## src/hw/rtl/mvec_pkg.sv

```systemverilog
// ----------------------------------------------------------------------------
// mvec_pkg
// Shared types and constants for the mesh vertex extremum classifier.
// ----------------------------------------------------------------------------
package mvec_pkg;

  // field widths fixed by the interface
  localparam int VIDX_W     = 8;
  localparam int SAMPLE_W   = 32;
  localparam int CNT_W      = 9;
  localparam int VCOUNT_W   = 9;
  localparam int FRAC_W     = 17;
  localparam int FRAC_SHIFT = 16;
  localparam int THR_W      = CNT_W + FRAC_W;
  localparam int CFG_ADDR_W = 1;
  localparam int CFG_DATA_W = 17;

  // configuration register indexes
  localparam logic [CFG_ADDR_W-1:0] REG_VERTEX_COUNT      = 1'd0;
  localparam logic [CFG_ADDR_W-1:0] REG_EXTREMUM_FRACTION = 1'd1;

  // reset values of the configuration registers
  localparam logic [VCOUNT_W-1:0] VERTEX_COUNT_RST      = 9'd256;
  localparam logic [FRAC_W-1:0]   EXTREMUM_FRACTION_RST = 17'd65536;

  typedef enum logic [1:0] {
    ACT_CLEAR    = 2'd0,
    ACT_FACE     = 2'd1,
    ACT_VALUE    = 2'd2,
    ACT_CLASSIFY = 2'd3
  } action_t;

  typedef enum logic [3:0] {
    ST_CLR,
    ST_IDLE,
    ST_F_RD,
    ST_F_WR,
    ST_C_RD,
    ST_C_SELF,
    ST_WALK,
    ST_MUL,
    ST_RESULT
  } state_t;

  // neighbor accumulator control
  typedef struct packed {
    logic clear;
    logic step;
  } acc_ctl_t;

endpackage

```

## src/hw/rtl/mvec_acc.sv

```systemverilog
// ----------------------------------------------------------------------------
// mvec_acc
// Shared neighbor compare unit: one signed value compare per cycle, with
// running counts of neighbors, higher neighbors and lower neighbors.
// ----------------------------------------------------------------------------
module mvec_acc #(
  parameter int VALUE_BITS = 32
) (
  input  logic                          clk,
  input  mvec_pkg::acc_ctl_t            ctl,
  input  logic signed [VALUE_BITS-1:0]  nbr_value,
  input  logic signed [VALUE_BITS-1:0]  self_value,
  output logic [mvec_pkg::CNT_W-1:0]    deg,
  output logic [mvec_pkg::CNT_W-1:0]    hi,
  output logic [mvec_pkg::CNT_W-1:0]    lo
);

  logic [mvec_pkg::CNT_W-1:0] deg_r, deg_nxt;
  logic [mvec_pkg::CNT_W-1:0] hi_r, hi_nxt;
  logic [mvec_pkg::CNT_W-1:0] lo_r, lo_nxt;
  logic                       gt, lt;

  assign gt = nbr_value > self_value;
  assign lt = nbr_value < self_value;

  always_comb begin
    deg_nxt = deg_r;
    hi_nxt  = hi_r;
    lo_nxt  = lo_r;
    if (ctl.clear) begin
      deg_nxt = '0;
      hi_nxt  = '0;
      lo_nxt  = '0;
    end else if (ctl.step) begin
      deg_nxt = deg_r + 1'b1;
      if (gt) begin
        hi_nxt = hi_r + 1'b1;
      end
      if (lt) begin
        lo_nxt = lo_r + 1'b1;
      end
    end
  end

  always_ff @(posedge clk) begin
    deg_r <= deg_nxt;
    hi_r  <= hi_nxt;
    lo_r  <= lo_nxt;
  end

  assign deg = deg_r;
  assign hi  = hi_r;
  assign lo  = lo_r;

endmodule
```

## config.mk

```make
export PLATFORM = sky130hd
export DESIGN_NAME = mvec_acc
export DESIGN_NICKNAME = d
export VERILOG_FILES = /design/src/hw/rtl/mvec_pkg.sv /design/src/hw/rtl/mvec_acc.sv
export SDC_FILE = /design/constraint.sdc
export NUM_CORES = 1
export LEC_CHECK = 0
export ABC_AREA = 1
export BUFFER_PORTS_ARGS = -buffer_cell sky130_fd_sc_hd__buf_2
export CORE_MARGIN = 2
export CORE_UTILIZATION = 40
export CTS_CLUSTER_SIZE = 10
export DETAILED_ROUTE_END_ITERATION = 7
export PLACE_DENSITY = 0.71
export SLEW_MARGIN = 40
export SYNTH_ARGS = -nofsm -noshare
export SYNTH_HDL_FRONTEND = slang
export SYNTH_SLANG_ARGS = --single-unit
```

## constraint.sdc

```tcl
create_clock -name clk -period 2.91 [get_ports clk]
set_input_delay 0 -clock clk [delete_from_list [all_inputs] [get_ports clk]]
set_output_delay 0 -clock clk [all_outputs]
set_load 0.01 [all_outputs]
```

==> results.py <==
metrics = {
    "critical_path": {
        "crit_slowest_cell": "dfxtp_1",
        "cp-end-kind": "flip-flop",
        "regToRegEndpoint": "deg[8]",
        "critPathLaunch": "deg[0]",
        "cp_cell_sequence": "ha_1, nand3_1, nor2_1, nand2_1, nor3b_1, nand2_1, o21ai_0, a21oi_1",
        "path_common_cell": "nand2_1",
        "critPathMaxFanout": 4,
        "required_ns": 3.08,
        "critPathMaxStageDelay_ns": 0.38,
        "reg2reg_depth": 8,
        "critPathLaunchType": "flip-flop",
        "critPathKind": "reg -> reg",
        "worstPathArrival_ns": 1.82,
        "r2r-start": "deg[0]",
        "r2r_setup_slack_ns": 1.26,
    },
    "timing": {
        "fin_crit_sh_pct": 56.6,
        "worst_slew_pin_slew_ns": 0.554,
        "slew_headroom_pct": 63.0,
        "hold_violations": 0,
        "slew_violations": 0,
        "period_minus_slack_ns": 1.65,
        "max_freq_mhz": 607,
        "final.setup.tns_ns": 0,
        "clock_skew_ns": 0.00224,
        "finalSetupViolCount": 0,
        "rsz0062_at_grt": "false",
    },
    "synth": {
        "synth-seq-cells": 27,
        "netlist_area_mm2": 0.00230,
        "synth_warnings": 0,
        "synth-edff-count": 0,
        "ys_seq_area_share_pct": 23.5,
        "ys_types": 30,
        "synthCells": 345,
        "syn_area_per_cell_um2": 6.67,
        "async_reset_ff_share_pct": 0,
        "yosysTopAreaCell": "dfxtp_1",
        "synthFlopType": "dfxtp_1",
        "syn_nets": 447,
        "synth_area_leaders": "dfxtp_1 (23%), ha_1 (19%), nand2_1 (13%), inv_1 (12%), nand4_1 (6.5%)",
        "synth_top_cell_area_share_pct": 23.5,
    },
    "layout": {
        "stdcell_count": 509,
        "final_nets": 540,
        "post-route-util_pct": 52.0,
        "layout-area-overhead-vs-synth_pct": 25.2,
        "antenna_cells": 0,
        "stdcell_area_mm2": 0.00288,
        "final_layout_size_suffix_gt1_share_pct": 25.6,
    },
    "floorplan": {
        "ioPinCount": 94,
        "start_util_pct": 41.5,
        "die_area_mm2": 0.00638,
        "fp.dieH_um": 79.8,
        "std_cell_rows": 27,
        "coreArea_mm2": 0.00554,
        "die_w_um": 79.8,
    },
    "global_route": {
        "gr-usage-all-layers_pct": 16.6,
        "antenna_found_initial": 0,
        "grt_pass1_wl_um": 8830,
        "grt.overflow.total": 0,
        "grt_max_degree": 20,
        "grt_pass1_vias": 2130,
    },
    "cts": {
        "root_buffer": "clkbuf_8",
        "postCtsSetupRepairBufs": 0,
        "clock_sinks": 27,
        "ctsResizeCount": 0,
        "numCtsBuffers": 3,
        "clk_pin_slew_worst_paths_ns": 0.09,
        "cts_tree": "built",
        "htreeDepth": 1,
        "insertion_delay_ns": 0.27,
        "cts_hold_buf": 0,
        "cts_max_path_buffers": 2,
    },
    "placement": {
        "dp.cells": 505,
        "dp_hpwl_um": 4300,
        "io_buffers": 93,
        "dpl_cell_area_mm2": 0.00284,
        "routabilityCongestion": 0.818,
    },
    "status": {
        "status": "complete, no violations",
    },
    "hold_path": {
        "whs_endpoint": "lo[0]",
        "min_from": "ctl[1]",
        "holdPathStages": 2,
        "hold_class": "in -> reg",
    },
    "drt": {
        "first_pass_iters": 4,
        "viasPerCell": 4.71,
        "drc": 0,
        "dr_total_vias": 2396,
        "routedWlPerCell_um": 10.2,
        "antenna_left": 0,
        "drt_iter0_drc": 101,
        "drt_wl_total_um": 5210,
    },
    "power": {
        "p_per_area_mw_per_mm2": 295,
        "p_total_mw": 0.850,
        "p_leak_nw": 1.64,
        "max-vdd-ir-drop_v": 0.000274,
    },
    "flow_run": {
        "max-cap-violations": 0,
    },
}
-- stage by stage --
stage / hold WS, ns / setup slack [ns]
finish: 0.0248 / 1.26
global route: 0.0444 / 0.923
CTS: 0.0280 / 1.26
detailed placement: 0.333 / 1.04
global placement: 0.322 / 1.13
floorplan: 0.210 / 1.38
-- power by group --
| part | internal [mW] | switching, mW | total (mW) |
|---|---|---|---|
| registers | 0.378 | 0.0101 | 0.388 |
| clock network | 0.0983 | 0.119 | 0.217 |
| logic | 0.106 | 0.139 | 0.245 |
| total | 0.582 | 0.268 | 0.850 |
-- per-layer routing --
metal / vias up / part of all wire (%) / track usage [%]
li1: 1292 / - / -
met4: 0 / 1.6 / 4.92
met5: - / 0 / 0
met1: 1030 / 45 / 20.2
met3: 8 / 6.1 / 2.83
met2: 66 / 47 / 29.9
-- registers in the layout, indices dropped and copies added (netlist names) --
register,count
lo,9
hi,9
deg,9
-- cell usage after synthesis, types with 4 or more instances --
cell type  instances
inv_1             71
ha_1              35
a21oi_1           24
nor2_1            30
o21ai_0            7
xnor2_1            4
nand2_2            4
nand2_1           77
nand3_1           12
nand4_1           24
dfxtp_1           27
-- layout make-up --
class | count | area, um^2
inverter | 72 | 270
multi-input combinational | 241 | 1470
timing repair buffer | 93 | 465
clock buffer | 4 | 45.0
fill | 558 | 2660
sequential | 27 | 541
tap | 72 | 90.1
-- worst max-delay path, delay by kind of cell, from the launching register on --
family | cells | cell delay (ns)
AO/OA/AOI/OAI | 2 | 0.21
AND/OR/NAND/NOR | 5 | 0.74
adder cells (fa/ha/maj) | 1 | 0.19
flip-flops | 1 | 0.38
-- worst max path at each step --
stage,end,slack [ns],cells after the start
5_1_grt,deg[8],0.92,8
6_report,deg[8],1.26,8
3_5_place_dp,hi[4],1.04,13
3_3_place_gp,hi[1],1.13,12
4_1_cts,deg[8],1.26,8
2_1_floorplan,lo[0],1.38,13
-- kinds of logic after synthesis --
logic type	count (synthesis)	share of synthesized area, %
AOI/OAI and AO/OA	38	9.46
DFF	27	23.5
xor gates and xnor gates	7	2.66
and+or+nand+nor	161	32.7
buffers and inverters	77	12.7
adders and majority gates	35	19.0
-- layout by cell type, fill, tap and decap left out, types with 2 or more instances in the layout --
master and n:
nand3_1 12, nand2_2 4, dfxtp_1 27, buf_2 93
nand4_1 24, xnor2_1 4, inv_1 71, nand2_1 77
o21a_1 2, nor2_2 3, nand3_2 2, nor2_1 30
nor3_1 3, o21ai_0 7, a21oi_1 24, clkbuf_8 3
xor2_1 3, ha_1 35, a21oi_2 2
No activity file was read; power rests on OpenSTA's default activity.
